[src/skt_pkg.sv]
package skt_pkg;

    typedef enum logic [1:0] {
        OP_INSERT = 2'd0,
        OP_REMOVE = 2'd1,
        OP_LOOKUP = 2'd2,
        OP_TOUCH  = 2'd3
    } op_t;

    localparam logic [1:0] ST_OK      = 2'd0;
    localparam logic [1:0] ST_FULL    = 2'd1;
    localparam logic [1:0] ST_MISSING = 2'd2;

    typedef enum logic [3:0] {
        S_IDLE,
        S_START,
        S_SCAN_RD,
        S_SCAN_CMP,
        S_SHIFT_RD,
        S_SHIFT_WR,
        S_WRITE,
        S_TOUCH,
        S_DONE_OK,
        S_DONE_FULL,
        S_DONE_MISS
    } state_t;

    typedef struct packed {
        logic       load;
        logic       start;
        logic       pos_end;
        logic       rd;
        logic       cmp;
        logic       set_shift;
        logic       shift_rd;
        logic       shift_wr;
        logic       write_new;
        logic       write_time;
        logic       finish;
        logic [1:0] res_status;
    } cmd_t;

    typedef struct packed {
        logic is_insert;
        logic is_remove;
        logic is_lookup;
        logic ordered;
        logic binary;
        logic full;
        logic scan_end;
        logic lt;
        logic eq;
        logic shift_end;
    } flags_t;

endpackage

[src/skt_ctrl.sv]
module skt_ctrl
    import skt_pkg::*;
(
    input  logic   clk,
    input  logic   rst_n,
    input  logic   in_valid,
    output logic   in_ready,
    output logic   out_valid,
    input  logic   out_ready,
    input  flags_t flags,
    output cmd_t   cmd
);

    state_t state_reg, state_next;
    logic   out_valid_reg, out_valid_next;
    logic   out_free;

    assign out_free = !out_valid_reg || out_ready;

    always_comb
    begin
        state_next = state_reg;
        unique case (state_reg)
            S_IDLE:
                if (in_valid)
                    state_next = S_START;
            S_START:
                priority if (flags.is_insert && flags.full)
                    state_next = S_DONE_FULL;
                else if (flags.is_insert && !flags.ordered)
                    state_next = S_WRITE;
                else
                    state_next = S_SCAN_RD;
            S_SCAN_RD:
                priority if (!flags.scan_end)
                    state_next = S_SCAN_CMP;
                else if (flags.is_insert)
                    state_next = S_WRITE;
                else
                    state_next = S_DONE_MISS;
            S_SCAN_CMP:
                priority if (flags.is_insert)
                    state_next = flags.lt ? S_SCAN_RD : S_SHIFT_RD;
                else if (!flags.eq)
                    state_next = S_SCAN_RD;
                else if (flags.is_remove)
                    state_next = S_SHIFT_RD;
                else if (flags.is_lookup)
                    state_next = S_DONE_OK;
                else
                    state_next = S_TOUCH;
            S_SHIFT_RD:
                priority if (!flags.shift_end)
                    state_next = S_SHIFT_WR;
                else if (flags.is_insert)
                    state_next = S_WRITE;
                else
                    state_next = S_DONE_OK;
            S_SHIFT_WR:
                state_next = S_SHIFT_RD;
            S_WRITE,
            S_TOUCH:
                state_next = S_DONE_OK;
            S_DONE_OK,
            S_DONE_FULL,
            S_DONE_MISS:
                if (out_free)
                    state_next = S_IDLE;
            default:
                state_next = S_IDLE;
        endcase
    end

    always_comb
    begin
        cmd = '0;
        cmd.res_status = ST_OK;
        unique case (state_reg)
            S_IDLE:
                cmd.load = in_valid;
            S_START:
            begin
                cmd.start   = 1'b1;
                cmd.pos_end = flags.is_insert && !flags.ordered;
            end
            S_SCAN_RD:
                cmd.rd = !flags.scan_end;
            S_SCAN_CMP:
            begin
                cmd.cmp       = 1'b1;
                cmd.set_shift = flags.is_insert ? !flags.lt : (flags.eq && flags.is_remove);
            end
            S_SHIFT_RD:
                cmd.shift_rd = !flags.shift_end;
            S_SHIFT_WR:
                cmd.shift_wr = 1'b1;
            S_WRITE:
                cmd.write_new = 1'b1;
            S_TOUCH:
                cmd.write_time = 1'b1;
            S_DONE_OK:
                cmd.finish = out_free;
            S_DONE_FULL:
            begin
                cmd.finish     = out_free;
                cmd.res_status = ST_FULL;
            end
            S_DONE_MISS:
            begin
                cmd.finish     = out_free;
                cmd.res_status = ST_MISSING;
            end
            default:
                cmd = '0;
        endcase
    end

    always_comb
    begin
        out_valid_next = out_valid_reg;
        if (out_ready)
            out_valid_next = 1'b0;
        if (cmd.finish)
            out_valid_next = 1'b1;
    end

    always_ff @(posedge clk or negedge rst_n)
    begin
        if (!rst_n)
        begin
            state_reg     <= S_IDLE;
            out_valid_reg <= 1'b0;
        end
        else
        begin
            state_reg     <= state_next;
            out_valid_reg <= out_valid_next;
        end
    end

    assign in_ready  = (state_reg == S_IDLE);
    assign out_valid = out_valid_reg;

    a_no_overwrite: assert property (@(posedge clk) disable iff (!rst_n)
        cmd.finish |-> out_free)
        else $error("result overwritten");

    a_cmp_after_rd: assert property (@(posedge clk) disable iff (!rst_n)
        (state_reg == S_SCAN_CMP) |-> $past(state_reg) == S_SCAN_RD)
        else $error("compare without read");

    a_wr_after_rd: assert property (@(posedge clk) disable iff (!rst_n)
        (state_reg == S_SHIFT_WR) |-> $past(state_reg) == S_SHIFT_RD)
        else $error("shift write without read");

endmodule

[config.mk]
export PLATFORM = sky130hd
export DESIGN_NAME = skt_ctrl
export DESIGN_NICKNAME = d
export VERILOG_FILES = /design/src/skt_pkg.sv /design/src/skt_ctrl.sv
export SDC_FILE = /design/constraint.sdc
export NUM_CORES = 1
export LEC_CHECK = 0
export BUFFER_PORTS_ARGS = -buffer_cell sky130_fd_sc_hd__buf_4
export CAP_MARGIN = 10
export CORE_MARGIN = 8
export CORE_UTILIZATION = 40
export DETAILED_ROUTE_END_ITERATION = 10
export PLACE_DENSITY = 0.73
export SLEW_MARGIN = 20
export SYNTH_ARGS = -nofsm -noshare
export SYNTH_HDL_FRONTEND = slang
export SYNTH_SLANG_ARGS = --single-unit
[constraint.sdc]
create_clock -name clk -period 4.06 [get_ports clk]
set_input_delay 0.406 -clock clk [delete_from_list [all_inputs] [get_ports clk]]
set_output_delay 0.406 -clock clk [all_outputs]
set_load 0.005 [all_outputs]
==> impl_metrics.toml, run 1 <==
[synthesis]
synth_nets = 85
avgSynthCellArea_um2 = 7.631
ys_seq_area_share_pct = 23.09
ys.warnings.count = 0
netlist_area_um2 = 541.8
syn_inst = 71
synth.distinct_cells = 32
synth-seq-cells = 5

[job]
cap_violations = 0

[clock_tree]
numCtsBuffers = 3
root_buffer = "clkbuf_4"
path_clk_slew_ns = 0.05
htreeDepth = 1
clock_latency_ns = 0.25
cts_tree = "done"
ctsResizeCount = 0
clock_sinks = 5
post_cts_buffers = 0
clk_path_buf_depth = 2

[final_layout]
largest_reg_flops = 4
layout-drive-gt1-share_pct = 35.71
fin_util_pct = 59.49
final_common_cell = "buf_4"
antennaDiodeCount = 0
area_growth_pct = 41.11
nets = 113
regArea_um2 = 125.1
multiInputGateArea_um2 = 370.4
layout_common_cells = "27 x buf_4, 9 x nor2_1, 9 x nand2b_1"
fillers = 130

[sta]
relSlewSlack_pct = 70.56
tightest_slew_ns = 0.4416
rsz0062_at_grt = "false"
finalHoldViolCount = 0
fin_crit_sh_pct = 49.41
period_minus_slack_ns = 2.006
slew_viol_final = 0
clock_skew_ns = 0.005050
hold_slack_ns = 0.3774
max_freq_mhz = 498.5
setup_viol = 0
tns_ns = 0

[worst_setup_path]
setup.worst_path.class = "reg -> out"
critPathMaxFanout = 13
path_cells = "nand2_1 -> nor2_1 -> a21boi_0 -> buf_4"
worstPathRequired_ns = 3.65
crit_slowest_cell = "dfrtp_1"
cpPeakStageDelay_ns = 0.60
cp-end-kind = "primary output"
r2r_cells = 4
startpoint_type = "flip-flop"
arrival_ns = 1.60

[floorplan]
num_rows = 13
io_pins = 29
start_util_pct = 42.16
dieArea_um2 = 2788
core_um2 = 1285
die_w_um = 52.80
die_h_um = 52.80

[worst_hold_path]
min_path_type = "in -> reg"
min_path_cells = 2

[detailed_routing]
wl_per_cell_um = 14.59
vias = 629
drtIter0Drc = 11
firstDrtPassIters = 4
via_per_inst = 5.566
wirelength_um = 1649
antenna_left = 0
drt_drc_violations_left = 0

[placed_design]
gp_congestion = 0.8911
dp_hpwl_um = 1299
portBuffers = 27

[grt]
grt_pass1_wl_um = 2725
first_global_vias = 601
grt_use_total_pct = 12.68
grt_overflow = 0
antenna_found_initial = 0
grt_max_degree = 14

[power_and_ir_drop]
vdd_ir_drop_max_uv = 334.8
power.density_nw_per_um2 = 528.9
p_leak_nw = 0.3466

[outcome]
status = "completed"
## power breakdown
| part | switching [mW] | internal, mW | leakage [nW] |
|---|---|---|---|
| sequential | 0.0474 | 0.0687 | 0.0645 |
| clock | 0.0216 | 0.0372 | 0.0150 |
| combinational | 0.114 | 0.116 | 0.267 |
## cell usage after synthesis
master	number	area, um2
nand2b_1	9	56.30
nor2_1	9	33.78
dfrtp_1	5	125.1
nand2_1	5	18.77
o21ai_0	4	20.02
a21oi_1	3	15.01
inv_1	3	11.26
a21boi_0	2	15.01
a22oi_1	2	15.01
buf_4	2	15.01
nand4b_1	2	17.52
nor2b_1	2	12.51
nor3_1	2	10.01
nor3b_2	2	25.02
nor4_1	2	12.51
a2111oi_0	1	8.760
a211oi_1	1	7.510
a311oi_1	1	8.760
a31oi_1	1	6.260
and2_1	1	6.260
buf_2	1	5.000
buf_6	1	11.26
clkbuf_1	1	3.750
mux2_2	1	11.26
nand3b_1	1	7.510
nor2_2	1	6.260
o211ai_1	1	7.510
o22ai_1	1	6.260
o31ai_1	1	7.510
o31ai_4	1	21.27
or2_1	1	6.260
or2b_1	1	7.510
## metal layers
metal / wire length [um] / global-route usage [%] / up-vias / share of wire [%]
met2: 774 / 18.95 / 32 / 47
met3: 127 / 1.705 / 6 / 7.7
met1: 698 / 15.76 / 285 / 42
met4: 48 / 9.914 / 0 / 2.9
met5: 0 / 0 / - / 0
li1: - / - / 306 / -
## stage by stage
| step | cell area, um2 | setup slack, ns | std cells | power (mW) |
|---|---|---|---|---|
| final | 764.5 | 2.054 | 113 | 0.4044 |
| after global routing | 764.5 | 1.844 | 113 | 0.4403 |
| after CTS | 764.5 | 2.038 | 113 | 0.4049 |
| after detailed placement | 728.2 | 2.296 | 108 | 0.3433 |
| after global placement | 728.2 | 2.324 | 108 | 0.3411 |
| after floorplan | 541.8 | 2.504 | 71 | 0.2657 |
## cell type report
type,count,area share (%)
Tap cell,15,2.455
Clock buffer,4,3.437
Inverter,3,1.473
Timing Repair Buffer,28,27.82
Sequential cell,5,16.37
Multi-Input combinational cell,58,48.45
## worst paths after layout
| kind | from | endpoint | slack, ns |
|---|---|---|---|
| setup / recovery | state_reg[0] | cmd[7] | 2.05 |
| hold / removal | flags[4] | state_reg[2] | 0.38 |
| setup reg to reg | state_reg[0] | state_reg[3] | 2.48 |
| hold reg to reg | out_valid | out_valid | 0.57 |
| max in group asynchronous | rst_n | state_reg[1] | 3.46 |
| min in group asynchronous | rst_n | out_valid | 0.50 |
## kinds of logic (layout without fill, tap and decap cells)
| group | Yosys count | in the layout | synth area share, % |
|---|---|---|---|
| DFF | 5 | 5 | 23.09 |
| AOI/OAI and AO/OA | 19 | 19 | 25.64 |
| muxes | 1 | 1 | 2.078 |
| and+or+nand+nor | 38 | 38 | 40.65 |
| buffers and inverters | 8 | 35 | 8.542 |
## critical path: cells and delay by family (launching register included)
| kind | cells | cell delay [ns] |
|---|---|---|
| flops | 1 | 0.60 |
| buf+inv | 1 | 0.13 |
| compound gates | 1 | 0.19 |
| simple gates | 2 | 0.43 |
## what timing repair did
action / in CTS / in global routing
hold endpoints to repair: 5 / 0
setup endpoints to repair: 0 / 0
hold buffers: 1 / 0
Power figures use the tool's default switching activity.
==> run 2: changes to the inputs <==
==> constraint.sdc (replaced) <==
create_clock -name clk -period 2 [get_ports clk]
set_input_delay 0.2 -clock clk [delete_from_list [all_inputs] [get_ports clk]]
set_output_delay 0.2 -clock clk [all_outputs]
set_load 0.005 [all_outputs]
==> run 2 against run 1 <==
Compared with the run above:
- sequential power up 100%
- clock power up 100%
- cell area unchanged
- hold slack lost 0.20 ns
- die area stayed put
- via count decreased by 4.6%
- sequential share of layout area unchanged
- first-iteration DRC count fell by 9.1%
- global-route usage is 0.16 points lower
- power grew 100%
- critical path depth unchanged
- utilization unchanged
- largest cell class unchanged
==> impl_metrics.toml, run 2 (same netlist as run 1, synthesis figures left out) <==
[outcome]
status = "completed"

[power_and_ir_drop]
power_switching_uw = 373.8
p_sw_share_pct = 45.41
combPwrFrac_pct = 56.8
p_leak_nw = 0.3466
vdd_ir_drop_max_uv = 748.2
seqPwrFrac_pct = 28.6
power_frac_clock_pct = 14.6
power.density_nw_per_um2 = 1077
p_int_uw = 449.5

[floorplan]
die_h_um = 52.80
core_um2 = 1285
num_rows = 13
die_w_um = 52.80
dieArea_um2 = 2788
io_pins = 29
start_util_pct = 42.16

[grt]
grt_use_met1_pct = 15.78
grt_pass1_wl_um = 2753
antenna_found_initial = 0
first_global_vias = 611
grt_max_degree = 14
use_met2_pct = 19.53
grt_overflow = 0
grt_busiest_layer = "met2"
grt_use_total_pct = 12.52
grt_util_met3_pct = 2.273

[worst_setup_path]
startpoint_type = "flip-flop"
worstPathRequired_ns = 1.80
arrival_ns = 1.60
worstReg2RegStart = "state_reg[1]"
cp-end-kind = "primary output"
setup.worst_path.class = "reg -> out"
regToRegEndpoint = "state_reg[3]"
r2r_cells = 4
rrSetupSlack_ns = 0.38
critPathMaxFanout = 13

[sta]
relSlewSlack_pct = 70.30
hold_slack_ns = 0.1793
clock_skew_ns = 0.008444
tightest_slew_ns = 0.4343
finalHoldViolCount = 0
period_minus_slack_ns = 1.796
max_freq_mhz = 556.8
slew_viol_final = 0
setup_viol = 0
rsz0062_at_grt = "false"
tns_ns = 0
fin_crit_sh_pct = 89.80

[detailed_routing]
drt_drc_violations_left = 0
wl_per_cell_um = 14.27
wirelength_um = 1612
antenna_left = 0
drtIter0Drc = 10
firstDrtPassIters = 4
vias = 600
via_per_inst = 5.310

[placed_design]
gp_congestion = 0.8834
dp_hpwl_um = 1295
portBuffers = 27
place_area_um2 = 728.2

[final_layout]
layout_common_cells = "27 x buf_4, 9 x nor2_1, 9 x nand2b_1"
area_growth_pct = 41.11
fin_area_um2 = 764.5
layout-drive-gt1-share_pct = 35.71
largest_reg_flops = 4
multiInputGateArea_um2 = 370.4
final_common_cell = "buf_4"
fillers = 132
antennaDiodeCount = 0
nets = 113
regArea_um2 = 125.1

[clock_tree]
htreeDepth = 1
path_clk_slew_ns = 0.05
root_buffer = "clkbuf_4"
clk_path_buf_depth = 2
clock_latency_ns = 0.25
cts_tree = "done"
clock_sinks = 5
numCtsBuffers = 3
ctsResizeCount = 0

[worst_hold_path]
min_to = "state_reg[2]"
min_from = "flags[4]"
min_path_cells = 2
min_path_type = "in -> reg"

[job]
cap_violations = 0
## run 2: cell counts in the layout (fill, tap and decap cells not counted)
Identical to the previous run, type by type.
## run 2: per-layer routing
layer / part of all wire, % / routed length [um] / up-vias
met1: 44 / 711 / 270
met3: 7.2 / 116 / 2
met5: 0 / 0 / -
met4: 1.5 / 24 / 0
li1: - / - / 304
met2: 47 / 761 / 24
## run 2: layout make-up
| cell class | count | share of cell area [%] |
|---|---|---|
| Clock buffer | 4 | 3.437 |
| Tap cell | 15 | 2.455 |
| Inverter | 3 | 1.473 |
| Sequential cell | 5 | 16.37 |
| Multi-Input combinational cell | 58 | 48.45 |
| Timing Repair Buffer | 28 | 27.82 |
## run 2: through the flow
stage | utilization, % | power [mW] | cells | worst slack, ns
6_report | 59.49 | 0.8233 | 113 | 0.2040
5_1_grt | 59.49 | 0.8890 | 113 | 0.06714
4_1_cts | 59.49 | 0.8260 | 113 | 0.2027
3_5_place_dp | 56.67 | 0.7016 | 108 | 0.3854
3_3_place_gp | 56.67 | 0.6918 | 108 | 0.4582
2_1_floorplan | - | 0.5394 | 71 | 0.6504
## run 2: power by group through the flow
| stage | Sequential, mW | Combinational [mW] | Clock, mW |
|---|---|---|---|
| 4_1_cts | 0.233 | 0.471 | 0.122 |
| 3_5_place_dp | 0.233 | 0.468 | 0 |
| 3_3_place_gp | 0.233 | 0.459 | 0 |
| 6_report | 0.236 | 0.468 | 0.120 |
| 5_1_grt | 0.248 | 0.512 | 0.130 |
| 2_1_floorplan | 0.171 | 0.368 | 0 |
## run 2: worst max path at each step
stage / from / end / slack [ns] / depth (start not counted)
2_1_floorplan: state_reg[3] / cmd[12] / 0.65 / 4
3_3_place_gp: state_reg[0] / state_reg[3] / 0.46 / 4
3_5_place_dp: state_reg[1] / state_reg[3] / 0.39 / 4
4_1_cts: state_reg[0] / cmd[7] / 0.20 / 4
5_1_grt: state_reg[1] / cmd[7] / 0.07 / 4
6_report: state_reg[1] / cmd[7] / 0.20 / 4
## run 2: critical path: stages, from the launching register on
cell,delay [ns]
dfrtp_1,0.62
nand2_1,0.23
nor2_1,0.18
a21boi_0,0.19
buf_4,0.13
## run 2: repair_timing
action	CTS	global route
hold endpoints to repair	5	0
hold buffers	1	0
endpoints found under the setup margin	0	0
setup buffers	0	0
